$ cat config.mk
export PLATFORM = sky130hd
export DESIGN_NAME = marker_transport_handshake
export DESIGN_NICKNAME = d
export VERILOG_FILES = /design/src/sv/mth_pkg.sv /design/src/sv/marker_transport_handshake.sv
export SDC_FILE = /design/constraint.sdc
export NUM_CORES = 1
export LEC_CHECK = 0
export BUFFER_PORTS_ARGS = -buffer_cell sky130_fd_sc_hd__buf_2
export CAP_MARGIN = 20
export CELL_PAD_IN_SITES_DETAIL_PLACEMENT = 2
export CELL_PAD_IN_SITES_GLOBAL_PLACEMENT = 2
export CORE_ASPECT_RATIO = 0.5
export CORE_MARGIN = 4
export CORE_UTILIZATION = 38
export CTS_BUF_LIST = sky130_fd_sc_hd__clkbuf_4
export DETAILED_ROUTE_END_ITERATION = 8
export PLACE_DENSITY = 0.88
export REMOVE_ABC_BUFFERS = 1
export SLEW_MARGIN = 20
export SYNTH_ARGS = -nofsm -noshare
export SYNTH_HDL_FRONTEND = slang
export SYNTH_SLANG_ARGS = --single-unit
export TNS_END_PERCENT = 1
$ cat constraint.sdc
create_clock -name clk -period 6.3 [get_ports clk]
set_clock_uncertainty 0.05 [all_clocks]
set_input_delay 1.26 -clock clk [delete_from_list [all_inputs] [get_ports clk]]
set_output_delay 1.26 -clock clk [all_outputs]
set_load 0.05 [all_outputs]
$ cat src/sv/mth_pkg.sv
package mth_pkg;

  // transport packet types
  localparam logic [7:0] TYPE_MARKER = 8'h21;
  localparam logic [7:0] TYPE_ANSWER = 8'h41;
  localparam logic [7:0] TYPE_END    = 8'h81;
  localparam logic [7:0] TYPE_ERROR  = 8'h11;

  // reset values of the configuration registers
  localparam logic [7:0]  OWN_ID_RST  = 8'd0;
  localparam logic [7:0]  PEER_ID_RST = 8'd1;
  localparam logic [31:0] TIMEOUT_RST = 32'd1000;

  localparam int unsigned IN_DATA_W  = 48;
  localparam int unsigned IN_USER_W  = 2;
  localparam int unsigned OUT_DATA_W = 64;
  localparam int unsigned OUT_USER_W = 1;
  localparam int unsigned CFG_ADDR_W = 2;
  localparam int unsigned CFG_DATA_W = 32;

  typedef enum logic [1:0] {
    PH_A = 2'd0,
    PH_B = 2'd1,
    PH_C = 2'd2,
    PH_D = 2'd3
  } mth_phase_t;

  typedef enum logic [1:0] {
    FN_START = 2'd0,
    FN_PKT   = 2'd1,
    FN_TICK  = 2'd2,
    FN_NONE  = 2'd3
  } mth_func_t;

  typedef enum logic [1:0] {
    ST_BUSY    = 2'd0,
    ST_DONE    = 2'd1,
    ST_ERROR   = 2'd2,
    ST_REFUSED = 2'd3
  } mth_status_t;

  typedef enum logic [CFG_ADDR_W-1:0] {
    REG_OWN_ID  = 2'd0,
    REG_PEER_ID = 2'd1,
    REG_TIMEOUT = 2'd2,
    REG_UNUSED  = 2'd3
  } mth_reg_t;

endpackage

$ cat src/sv/marker_transport_handshake.sv
// Sender side of a four-phase marker-passing handshake between two cores. Each input
// transfer carries a function code in in_tuser (start, received packet or time tick) and
// the received packet's header in in_tdata; each one yields exactly one output transfer
// telling whether a packet is to be sent (out_tuser) with its header and a status code.
// Packets not addressed from peer_id to own_id, or with a non-zero control sum, are
// dropped but still restart the retry timer. Ticks during an active transfer count up
// and resend the last packet once the count exceeds retry_timeout. Throughput is one
// transfer per clock while the skid register is empty: the whole step is a table lookup
// plus one 32-bit increment and compare, and a two-entry output buffer (result plus skid
// register) keeps in_tready registered and lets input run on while output stalls.
// Configuration registers are meant to be written only while no transfer is in flight.
module marker_transport_handshake (
  input  logic                              clk,
  input  logic                              rst_n,
  // input stream
  input  logic                              in_tvalid,
  output logic                              in_tready,
  input  logic [mth_pkg::IN_DATA_W-1:0]     in_tdata,   // pkt_type, pkt_from, pkt_dest, pkt_check
  input  logic [mth_pkg::IN_USER_W-1:0]     in_tuser,   // func
  // result stream
  output logic                              out_tvalid,
  input  logic                              out_tready,
  output logic [mth_pkg::OUT_DATA_W-1:0]    out_tdata,  // send_type, send_count, send_from,
                                                        // send_dest, status, zero pad
  output logic [mth_pkg::OUT_USER_W-1:0]    out_tuser,  // send_valid
  // configuration writes
  input  logic                              cfg_wr_en,
  input  logic [mth_pkg::CFG_ADDR_W-1:0]    cfg_addr,
  input  logic [mth_pkg::CFG_DATA_W-1:0]    cfg_wdata
);

  // configuration
  logic [7:0]  own_id_r;
  logic [7:0]  peer_id_r;
  logic [31:0] timeout_r;

  // protocol state
  mth_pkg::mth_phase_t phase_r, phase_nxt;
  logic [31:0] count_r, count_nxt;
  logic [31:0] timer_r, timer_nxt;
  logic [7:0]  last_type_r, last_type_nxt;

  // unpacked input fields
  mth_pkg::mth_func_t func;
  logic [7:0]  pkt_type;
  logic [7:0]  pkt_from;
  logic [7:0]  pkt_dest;
  logic [23:0] pkt_check;

  // step result
  logic                  res_send;
  logic [7:0]            res_type;
  mth_pkg::mth_status_t  res_status;
  logic [mth_pkg::OUT_DATA_W-1:0] res_data;
  logic [31:0]           timer_inc;
  logic                  addr_ok;

  // output buffer
  logic                             out_vld_r, skid_vld_r;
  logic [mth_pkg::OUT_DATA_W-1:0]   out_data_r, skid_data_r;
  logic                             out_send_r, skid_send_r;
  logic                             in_fire, out_fire;

  assign func      = mth_pkg::mth_func_t'(in_tuser);
  assign pkt_type  = in_tdata[7:0];
  assign pkt_from  = in_tdata[15:8];
  assign pkt_dest  = in_tdata[23:16];
  assign pkt_check = in_tdata[47:24];

  assign in_fire  = in_tvalid && in_tready;
  assign out_fire = out_tvalid && out_tready;

  // configuration registers
  always_ff @(posedge clk) begin
    if (!rst_n) begin
      own_id_r  <= mth_pkg::OWN_ID_RST;
      peer_id_r <= mth_pkg::PEER_ID_RST;
      timeout_r <= mth_pkg::TIMEOUT_RST;
    end else if (cfg_wr_en) begin
      case (mth_pkg::mth_reg_t'(cfg_addr))
        mth_pkg::REG_OWN_ID:  own_id_r  <= cfg_wdata[7:0];
        mth_pkg::REG_PEER_ID: peer_id_r <= cfg_wdata[7:0];
        mth_pkg::REG_TIMEOUT: timeout_r <= cfg_wdata;
        default: ;
      endcase
    end
  end

  assign addr_ok   = (pkt_dest == own_id_r) && (pkt_from == peer_id_r) && (pkt_check == '0);
  // saturating tick count
  assign timer_inc = (timer_r == '1) ? timer_r : timer_r + 32'd1;

  // one protocol step
  always_comb begin
    phase_nxt     = phase_r;
    count_nxt     = count_r;
    timer_nxt     = timer_r;
    last_type_nxt = last_type_r;
    res_send      = 1'b0;
    res_type      = '0;
    res_status    = mth_pkg::ST_BUSY;

    case (func)
      mth_pkg::FN_START: begin
        if (phase_r != mth_pkg::PH_A) begin
          res_status = mth_pkg::ST_REFUSED;
        end else begin
          count_nxt = count_r + 32'd1;
          phase_nxt = mth_pkg::PH_B;
          res_send  = 1'b1;
          res_type  = mth_pkg::TYPE_MARKER;
        end
      end
      mth_pkg::FN_PKT: begin
        if (phase_r != mth_pkg::PH_A) begin
          // any packet while active restarts the timer
          timer_nxt = '0;
          if (addr_ok) begin
            case (phase_r)
              mth_pkg::PH_B: begin
                case (pkt_type)
                  mth_pkg::TYPE_ANSWER: begin
                    phase_nxt = mth_pkg::PH_C;
                    res_send  = 1'b1;
                    res_type  = mth_pkg::TYPE_END;
                  end
                  mth_pkg::TYPE_MARKER, mth_pkg::TYPE_END: begin
                    res_send = 1'b1;
                    res_type = mth_pkg::TYPE_ERROR;
                  end
                  mth_pkg::TYPE_ERROR: begin
                    res_send = 1'b1;
                    res_type = mth_pkg::TYPE_ANSWER;
                  end
                  default: begin
                    phase_nxt  = mth_pkg::PH_A;
                    res_status = mth_pkg::ST_ERROR;
                  end
                endcase
              end
              mth_pkg::PH_C: begin
                case (pkt_type)
                  mth_pkg::TYPE_MARKER: begin
                    phase_nxt = mth_pkg::PH_D;
                    res_send  = 1'b1;
                    res_type  = mth_pkg::TYPE_ANSWER;
                  end
                  mth_pkg::TYPE_ANSWER: begin
                    res_send = 1'b1;
                    res_type = mth_pkg::TYPE_END;
                  end
                  mth_pkg::TYPE_END: ;  // keep waiting
                  mth_pkg::TYPE_ERROR: begin
                    phase_nxt = mth_pkg::PH_B;
                    res_send  = 1'b1;
                    res_type  = mth_pkg::TYPE_ANSWER;
                  end
                  default: begin
                    phase_nxt  = mth_pkg::PH_A;
                    res_status = mth_pkg::ST_ERROR;
                  end
                endcase
              end
              default: begin  // phase D
                case (pkt_type)
                  mth_pkg::TYPE_MARKER: begin
                    res_send = 1'b1;
                    res_type = mth_pkg::TYPE_ANSWER;
                  end
                  mth_pkg::TYPE_ANSWER, mth_pkg::TYPE_ERROR: begin
                    res_send = 1'b1;
                    res_type = mth_pkg::TYPE_ERROR;
                  end
                  mth_pkg::TYPE_END: begin
                    phase_nxt  = mth_pkg::PH_A;
                    res_status = mth_pkg::ST_DONE;
                  end
                  default: begin
                    phase_nxt  = mth_pkg::PH_A;
                    res_status = mth_pkg::ST_ERROR;
                  end
                endcase
              end
            endcase
          end
        end
      end
      mth_pkg::FN_TICK: begin
        if (phase_r != mth_pkg::PH_A) begin
          timer_nxt = timer_inc;
          if (timer_inc > timeout_r) begin
            res_send = 1'b1;
            res_type = last_type_r;
          end
        end
      end
      default: ;
    endcase

    // every sent packet is remembered for resending and restarts the timer
    if (res_send) begin
      last_type_nxt = res_type;
      timer_nxt     = '0;
    end
  end

  // pack the result, header fields zero when nothing is sent
  always_comb begin
    res_data        = '0;
    res_data[57:56] = res_status;
    if (res_send) begin
      res_data[7:0]   = res_type;
      res_data[39:8]  = count_nxt;
      res_data[47:40] = own_id_r;
      res_data[55:48] = peer_id_r;
    end
  end

  // protocol state registers
  always_ff @(posedge clk) begin
    if (!rst_n) begin
      phase_r     <= mth_pkg::PH_A;
      count_r     <= '0;
      timer_r     <= '0;
      last_type_r <= '0;
    end else if (in_fire) begin
      phase_r     <= phase_nxt;
      count_r     <= count_nxt;
      timer_r     <= timer_nxt;
      last_type_r <= last_type_nxt;
    end
  end

  // two-entry output buffer: the skid entry fills only when the result register stalls
  assign in_tready = !skid_vld_r;

  always_ff @(posedge clk) begin
    if (!rst_n) begin
      out_vld_r  <= 1'b0;
      skid_vld_r <= 1'b0;
    end else begin
      if (skid_vld_r) begin
        if (out_fire) begin
          skid_vld_r <= 1'b0;
        end
      end else if (in_fire && out_vld_r && !out_fire) begin
        skid_vld_r <= 1'b1;
      end
      out_vld_r <= skid_vld_r || in_fire || (out_vld_r && !out_fire);
    end
  end

  always_ff @(posedge clk) begin
    if (skid_vld_r) begin
      if (out_fire) begin
        out_data_r <= skid_data_r;
        out_send_r <= skid_send_r;
      end
    end else if (in_fire) begin
      if (!out_vld_r || out_fire) begin
        out_data_r <= res_data;
        out_send_r <= res_send;
      end else begin
        skid_data_r <= res_data;
        skid_send_r <= res_send;
      end
    end
  end

  assign out_tvalid   = out_vld_r;
  assign out_tdata    = out_data_r;
  assign out_tuser[0] = out_send_r;

endmodule

# After elaboration in Yosys (flattened, before gate mapping)
# Cells that the tools add are included.
totals:
  elab_cells: 130
  regBits: 248
  input_bits: 89
  out_inout_bits: 67
op_classes:
  n_bitwise: 2
  eq_ne: 22
  addsub: 2
  reduce_logical: 37
  muxes: 53
  magnitude_cmp: 1
op_table:
  columns: ["cell", "count"]
  rows:
  - ["$mux 64", 4]
  - ["$mux 32", 6]
  - ["$add 32x1->32 const B", 2]
  - ["$pmux 32 s2", 1]
  - ["$mux 56", 1]
  - ["$pmux 8 s3", 2]
  - ["$eq 32x32->1 const B", 1]
  - ["$gt 32x32->1", 1]
  - ["$mux 8", 4]
  - ["$pmux 8 s2", 2]
  - ["$logic_not 24->1", 1]
  - ["$pmux 2 s2", 5]
  - ["$mux 2", 9]
  - ["$eq 8x8->1", 2]
  - ["$mux 1", 15]
  - ["$pmux 7 s2", 1]
  - ["$ne 3x3->1 const B", 4]
  - ["$reduce_or 2->1", 5]
  - ["$eq 8x5->1 const B", 1]
  - ["$eq 8x6->1 const B", 1]
  - ["$eq 8x7->1 const B", 1]
  - ["$eq 8x8->1 const B", 1]
  - ["$reduce_and 2->1", 4]
  - ["$reduce_and 8->1", 1]
  - ["other kinds (19)", 42]

# Depth between registers and ports, before layout
# Gate-level depths: netlist of run 1.
depth:
  word_depth: 11
  mapped_depth: 20
  mapped_depth_nobuf: 17

# Worst setup path before layout of run 1
# No wires, ideal clock.
synth_timing:
  kind: "in2reg"
  startpoint: "in out_tready"
  endpoint: "reg out_data_r, in the netlist out_tdata[0] (enable)"
  path_buffers: 0
  path_stages: 3
  setup_ps: 495
  arrival_time_ps: 4360
  required_time_ps: 5755
  path_slack_ps: 1394
  path_cell_list: "nand2b_1 -> o21ai_0 -> a21oi_1"
synth_via:
  elab_chain_cells: 4
  elab_cells_between_ends: 5
  cone_classes: "1 x eq/ne; 4 x reduce/logical"
synth_lines:
  columns: ["item", "line", "source"]
  rows:
  - ["from (decl)", "marker_transport_handshake.sv:22", "input logic out_tready,"]
  - ["$logic_and 1x1->1 (*)", "marker_transport_handshake.sv:71", "assign out_fire = out_tvalid && out_tready;"]
  - ["$logic_or 1x1->1", "marker_transport_handshake.sv:260", "if (!out_vld_r || out_fire) begin"]
  - ["$reduce_bool 2->1 (no source line)", null, null]
  - ["$reduce_and 3->1 (no source line) (*)", null, null]
  - ["to (signal assigned)", "marker_transport_handshake.sv:256", "out_data_r <= skid_data_r;"]
  - ["to (signal assigned)", "marker_transport_handshake.sv:261", "out_data_r <= res_data;"]
  - ["to (decl)", "marker_transport_handshake.sv:60", "logic [mth_pkg::OUT_DATA_W-1:0] out_data_r, skid_data_r;"]
# Every way passes the cells marked *; elsewhere a longest branch is shown, timed or not.
# A chain may end at the register's enable or synchronous reset.

# Worst setup path after layout of run 1
layout_timing:
  startpoint: "reg timer_r[4]"
  endpoint: "reg out_data_r, in the netlist out_tdata[47] (data pin)"
layout_via:
  elab_chain_cells: 10
  elab_cells_between_ends: 11
  cone_classes: "1 x add/sub; 1 x order compare; 1 x eq/ne; 8 x mux"
layout_lines:
  columns: ["item", "line", "source"]
  rows:
  - ["from (decl)", "marker_transport_handshake.sv:40", "logic [31:0] timer_r, timer_nxt;"]
  - ["from (signal assigned)", "marker_transport_handshake.sv:229", "timer_r <= timer_nxt;"]
  - ["$add 32x1->32 / $eq 32x32->1 (equally long branches)", "marker_transport_handshake.sv:91", "assign timer_inc = (timer_r == '1) ? timer_r : timer_r + 32'd1;"]
  - ["$mux 32 (*)", "marker_transport_handshake.sv:91", null]
  - ["$gt 32x32->1 (*)", "marker_transport_handshake.sv:191", "if (timer_inc > timeout_r) begin"]
  - ["$mux 1 (*)", "marker_transport_handshake.sv:191", null]
  - ["$mux 1 (*)", "marker_transport_handshake.sv:189", "if (phase_r != mth_pkg::PH_A) begin"]
  - ["$pmux 1 s3 (*)", "marker_transport_handshake.sv:103", "case (func)"]
  - ["$mux 56 (*)", "marker_transport_handshake.sv:211", "if (res_send) begin"]
  - ["net res_data, one bit", "marker_transport_handshake.sv:54", "logic [mth_pkg::OUT_DATA_W-1:0] res_data;"]
  - ["$mux 64 (*)", "marker_transport_handshake.sv:260", null]
  - ["$mux 64 (*)", "marker_transport_handshake.sv:259", "end else if (in_fire) begin"]
  - ["$mux 64 (*)", "marker_transport_handshake.sv:254", "if (skid_vld_r) begin"]
# The timed path passes the listed nets; every way through them passes the cells marked *. The select of a mux whose other input is x is not followed.

==> impl_metrics.ini, run 1 <==
[floorplan]
start_util_pct = 38.7
die_w_um = 262
die-area_sq_mm = 0.0354
rows = 46
ios = 156
die_h_um = 135
core_area_sq_mm = 0.0317

[grt]
grt.overflow.total = 0
grt_pass1_wl_um = 70700
grt_use_total_pct = 25.5
grt_pass1_vias = 11745
grt_max_degree = 78
antenna_found_initial = 3

[clock_tree]
tritoncts = built
cts.clk_slew.worst_paths_ns = 0.08
numCtsBuffers = 57
cts_buffer_depth = 3
postCtsHoldBufs = 0
clkSinkCount = 242
root_buffer = clkbuf_4
worstSkewPairLatency_ns = 0.75
cts.htree.levels = 2

[route]
antenna_left = 0
drt-initial-drc-count = 633
routed_wl_um = 45600
remaining_drc_errors = 0
first_pass_iters = 5
post_drt_wl_per_cell_um = 24.3
vias = 10493
via_per_inst = 5.59

[logic_synthesis]
avgSynthCellArea_sq_um = 9.88
yosysTopAreaCellShare_pct = 28.9
synthCells = 1241
synth_edf_count = 118
yosys-top-cells-area = edfxtp_1, dfxtp_1, nand2_1
synthTopCellsByCount = nand2_1, dfxtp_1, edfxtp_1, nor2_1, a21oi_1
synth.most_common_cell = nand2_1
netlist_area_sq_mm = 0.0123
ys_seq_area_share_pct = 49.2
yosys_warnings = 0
ys_ff_latch = 242
yosys.area.top_type = edfxtp_1
synth_ff_type = dfxtp_1
synth_cell_types = 77
synthArstFlopShare_pct = 0

[placed_design]
dp_hpwl_um = 27200
placement.io_buffers = 149
dpl.cell_count = 1766
gp_congestion = 0.820

[worst_setup_path]
required_ns = 6.74
worstSetupPathType = reg2reg
cp-end-kind = register
path_delay_family = simple AND/OR/NAND/NOR gates
cp_num_buf_inv = 1
timing.rr.start = timer_r[4]
cp-start-kind = register
cp_cell_sequence = nand4_1, nor3_1, nand4_1, nor3_4, nor2b_1, nand4_1, xnor2_1, ha_1, nand4_1, nor4_1, a21bo_2, a21oi_2, nor4b_4, a211o_4, inv_2, and2_1, mux2_2
startpoint = timer_r[4]
path_common_cell = nand4_1
worst_path_max_delay_cell = dfxtp_1
crit_path_max_incr_delay_ns = 0.53
arrival_ns = 6.09
crit_fanout = 32

[sta]
tns_ns = 0
finalSetupViolCount = 0
period_minus_slack_ns = 5.65
worstMarginPinSlew_ns = 1.04
period_share_pct = 89.6
rsz0062_at_grt = no
hold_viol = 0
slew_headroom_pct = 30.8
max_freq_mhz = 177
slew_violations = 0
hold_slack_ns = 0.411

[min_path]
min_from = timeout_r[23]
hold_class = reg2reg

[final_layout]
syn_to_final_growth_pct = 14.9
layout-drive-gt1-share_pct = 21.5
fin_cells = 1877
nets = 1523

[flow_run]
cap_violations = 0

[pwr]
internal_power_w = 0.00244
p_sw_share_pct = 31.3
clock_power_share_pct = 38.7
net-switching-power_w = 0.00111
p_per_area_mw_per_mm2 = 252
combPwrFrac_pct = 12.2
vdd_ir_drop_max_mv = 0.0920
seq_power_share_pct = 49.1
p_leak_nw = 5.17

[outcome]
status = completed
==> area by class of cell <==
class                      count  area (sq um)
clock buffer                  85           638
clock inverter                23           100
timing repair buffer         162           843
tap                          432           541
sequential                   242          6030
fill                        3432         17600
multi-input combinational    878          5740
antenna                        3          7.51
inverter                      52           195
==> kinds of logic (layout without fill, tap and decap cells) <==
family / after synthesis / count (layout) / synth area share [%]
XOR/XNOR: 102 / 102 / 7.29
multiplexers: 39 / 39 / 3.42
buffers and inverters: 126 / 322 / 4.44
AO/OA/AOI/OAI: 205 / 205 / 11.3
other: 1 / 9 / 0.0306
AND/OR/NAND/NOR: 485 / 485 / 20.2
flip-flops: 242 / 242 / 49.2
adder cells (fa/ha/maj): 41 / 41 / 4.18
==> metal layers <==
layer	vias to the layer above	GRT usage, %	wire length (um)
met5	-	0	0
met4	0	8.95	1300
met3	97	4.37	1970
met2	325	47.3	24100
met1	5322	30.0	18300
li1	4749	-	-
==> power by group through the flow <==
stage / combinational (W) / clock [W] / sequential, W
after global routing: 0.000459 / 0.00149 / 0.00175
final: 0.000434 / 0.00138 / 0.00175
after detailed placement: 0.000420 / 0 / 0.00178
after floorplan: 0.000142 / 0 / 0.00190
after CTS: 0.000434 / 0.00140 / 0.00175
after global placement: 0.000399 / 0 / 0.00177
==> metrics by stage <==
stage          area [sq um]  power, W  util, %  setup WS, ns
6_report              14100   0.00356     44.4         0.654
5_1_grt               14100   0.00370     44.4         0.134
4_1_cts               14100   0.00358     44.4         0.458
3_5_place_dp          13300   0.00220     42.0         0.710
3_3_place_gp          13300   0.00217     42.0          1.08
2_1_floorplan         11900   0.00205        -         0.804
==> state kept, by name, summed over array words and instances (netlist names) <==
register     flops
own_id_r         8
out_tvalid       1
timer_r         32
last_type_r      8
peer_id_r        8
out_tdata       58
phase_r          2
count_r         32
out_tuser        1
timeout_r       32
skid_send_r      1
skid_vld_r       1
skid_data_r     58
==> worst paths after layout <==
check | endpoint | slack [ns] | depth (start not counted)
hold reg to reg | timeout_r[23] | 0.41 | 2
setup reg to reg | out_tdata[47] | 0.65 | 17
setup / recovery | out_tdata[47] | 0.65 | 17
hold / removal | timeout_r[23] | 0.41 | 2
==> cell usage in the layout, fill, tap and decap left out, types with 4 or more instances in the layout <==
master     count
a21bo_2        4
a21oi_1       73
a32o_1        15
and2_1        25
and3_1        13
buf_2        149
buf_4         13
clkbuf_4      85
clkinv_1      18
clkinv_2       4
conb_1         6
dfxtp_1      123
edfxtp_1     118
ha_1          41
inv_1         49
mux2_2        23
mux2i_1       16
nand2_1      157
nand2b_1      12
nand3_1       44
nand3b_1       7
nand4_1       34
nand4b_1       4
nor2_1       110
nor2b_1        8
nor3_1        12
nor3b_1        5
nor4_1         9
o211ai_1      11
o21ai_0       23
o22ai_1        8
o2bb2ai_1      5
o31ai_1       32
or3_1         15
xnor2_1       64
xor2_1        38
==> tightest hold or removal path: stages, from the launching register on <==
cell	delay, ns
dfxtp_1	0.31
nand2_1	0.05
a21oi_1	0.05
==> repair_timing <==
item                                    in CTS  in global routing
endpoints found under the setup margin       0                 21
resized for setup                            0                  1
endpoints found under the hold margin        0                  0
setup buffers                                0                  0
Power figures use the tool's default switching activity.
==> inputs of run 2 (changes only) <==
Settings changed: GPL_ROUTABILITY_DRIVEN set to 0.
Clock period 6.3 ns to 5.7 ns, I/O delays scaled along.
==> run 2 against run 1 <==
Worst setup slack got worse by 0.17 ns. Critical path type unchanged. Largest cell class unchanged. Sequential power rose by 10%. Power rose by 14%. Combinational power rose by 14%. First-iteration DRC count rose by 10%. Routed wire length rose by 3.6%. Clock-buffer cell count rose by 7. Critical endpoint is now out_tdata[52]. Sequential share of layout area fell by 0.50 points. Maximum frequency rose by 8.3%. Cell area rose by 1.2%.
==> impl_metrics.ini, run 2 (synthesized netlist as in run 1, its figures left out) <==
[worst_setup_path]
startpoint = timer_r[4]
r2r_slack_ns = 0.49
crit_fanout = 21
required_ns = 6.18
reg2regPathDepth = 17
cp-start-kind = register
reg2reg_to = out_tdata[52]
arrival_ns = 5.69
timing.rr.start = timer_r[4]
worstSetupPathType = reg2reg
endpoint = out_tdata[52]
cp-end-kind = register

[clock_tree]
cts.htree.levels = 2
cts.clk_slew.worst_paths_ns = 0.10
cts.repair_timing.setup_buffer_count = 0
cts_resized = 0
clkSinkCount = 242
worstSkewPairLatency_ns = 0.79
cts_buffer_depth = 3
postCtsHoldBufs = 0
root_buffer = clkbuf_4
tritoncts = built
numCtsBuffers = 58

[grt]
antenna_found_initial = 4
grt_max_degree = 78
grt.overflow.total = 0
busiest_layer = met2
grt_use_total_pct = 25.3
grt_pass1_vias = 11861
met2_usage_pct = 47.3
use_met1_pct = 28.5
grt_pass1_wl_um = 69700
grt.met3_usage_pct = 4.22

[floorplan]
rows = 46
start_util_pct = 38.7
die-area_sq_mm = 0.0354
core_area_sq_mm = 0.0317
ios = 156
die_h_um = 135
die_w_um = 262

[route]
drt-initial-drc-count = 696
routed_wl_um = 47200
via_per_inst = 5.65
antenna_left = 0
remaining_drc_errors = 0
post_drt_wl_per_cell_um = 25.1
vias = 10655
first_pass_iters = 5

[placed_design]
dp_slack_ns = 0.449
dp_hpwl_um = 29200
dpl.cell_count = 1772
placement.io_buffers = 149

[min_path]
hold_class = reg2reg
min_from = timeout_r[12]

[final_layout]
nets = 1532
fin_cells = 1885
layout-drive-gt1-share_pct = 22.3
layout_common_cells = nand2_1, buf_2, dfxtp_1
mostFrequentLayoutCell = nand2_1
syn_to_final_growth_pct = 16.3

[sta]
slew_headroom_pct = 28.4
slew_violations = 0
finalWorstSetupSlack_ns = 0.488
rsz0062_at_grt = no
max_freq_mhz = 192
finalSetupViolCount = 0
tns_ns = 0
period_share_pct = 91.4
worstMarginPinSlew_ns = 1.07
period_minus_slack_ns = 5.21
hold_viol = 0

[flow_run]
cap_violations = 0

[pwr]
vdd_ir_drop_max_mv = 0.115
p_per_area_mw_per_mm2 = 284
finalPower_w = 0.00405
p_leak_nw = 5.26

[outcome]
status = completed
-- run 2: cell type report --
class | count | area, sq um
Tap cell | 432 | 541
Fill cell | 3360 | 17500
Timing Repair Buffer | 170 | 956
Clock buffer | 92 | 691
Clock inverter | 15 | 92.6
Inverter | 52 | 195
Antenna cell | 4 | 10.0
Sequential cell | 242 | 6030
Multi-Input combinational cell | 878 | 5740
-- run 2: worst max-delay path, cell delays in order (launching register included) --
cell     delay [ns]
dfxtp_1        0.50
nand4_1        0.19
nor3_1         0.43
nand4_1        0.27
nor3_4         0.37
nor2b_1        0.21
nand4_1        0.16
xnor2_1        0.10
ha_1           0.32
nand4_1        0.22
nor4_1         0.46
a21bo_2        0.22
a21oi_2        0.05
nor4b_4        0.39
a211o_4        0.29
inv_2          0.19
and2_1         0.25
mux2_2         0.31
-- run 2: worst min path at each step --
stage | end | slack [ns] | cells after the start
3_3_place_gp | last_type_r[3] | 0.39 | 1
2_1_floorplan | last_type_r[1] | 0.37 | 1
3_5_place_dp | last_type_r[1] | 0.40 | 1
4_1_cts | timeout_r[20] | 0.42 | 2
6_report | timeout_r[12] | 0.41 | 2
5_1_grt | timeout_r[16] | 0.43 | 2
-- run 2: metal layers --
layer / share of wire, % / up-vias
li1: - / 4760
met1: 40 / 5410
met2: 51 / 348
met3: 4.3 / 137
met4: 4.4 / 0
met5: 0 / -
-- run 2: per-stage QoR --
step | hold WS, ns | cell area [sq um] | util (%)
finish | 0.411 | 14300 | 44.9
global route | 0.434 | 14300 | 44.9
CTS | 0.418 | 14200 | 44.7
detailed placement | 0.395 | 13400 | 42.2
global placement | 0.392 | 13400 | 42.2
floorplan | 0.371 | 11900 | -
-- run 2: report_power, final --
group | total, W | switching [W] | leakage (nW) | internal, W
clock network | 0.00163 | 0.000846 | 0.465 | 0.000779
logic | 0.000495 | 0.000369 | 2.72 | 0.000126
registers | 0.00193 | 0.0000365 | 2.07 | 0.00189
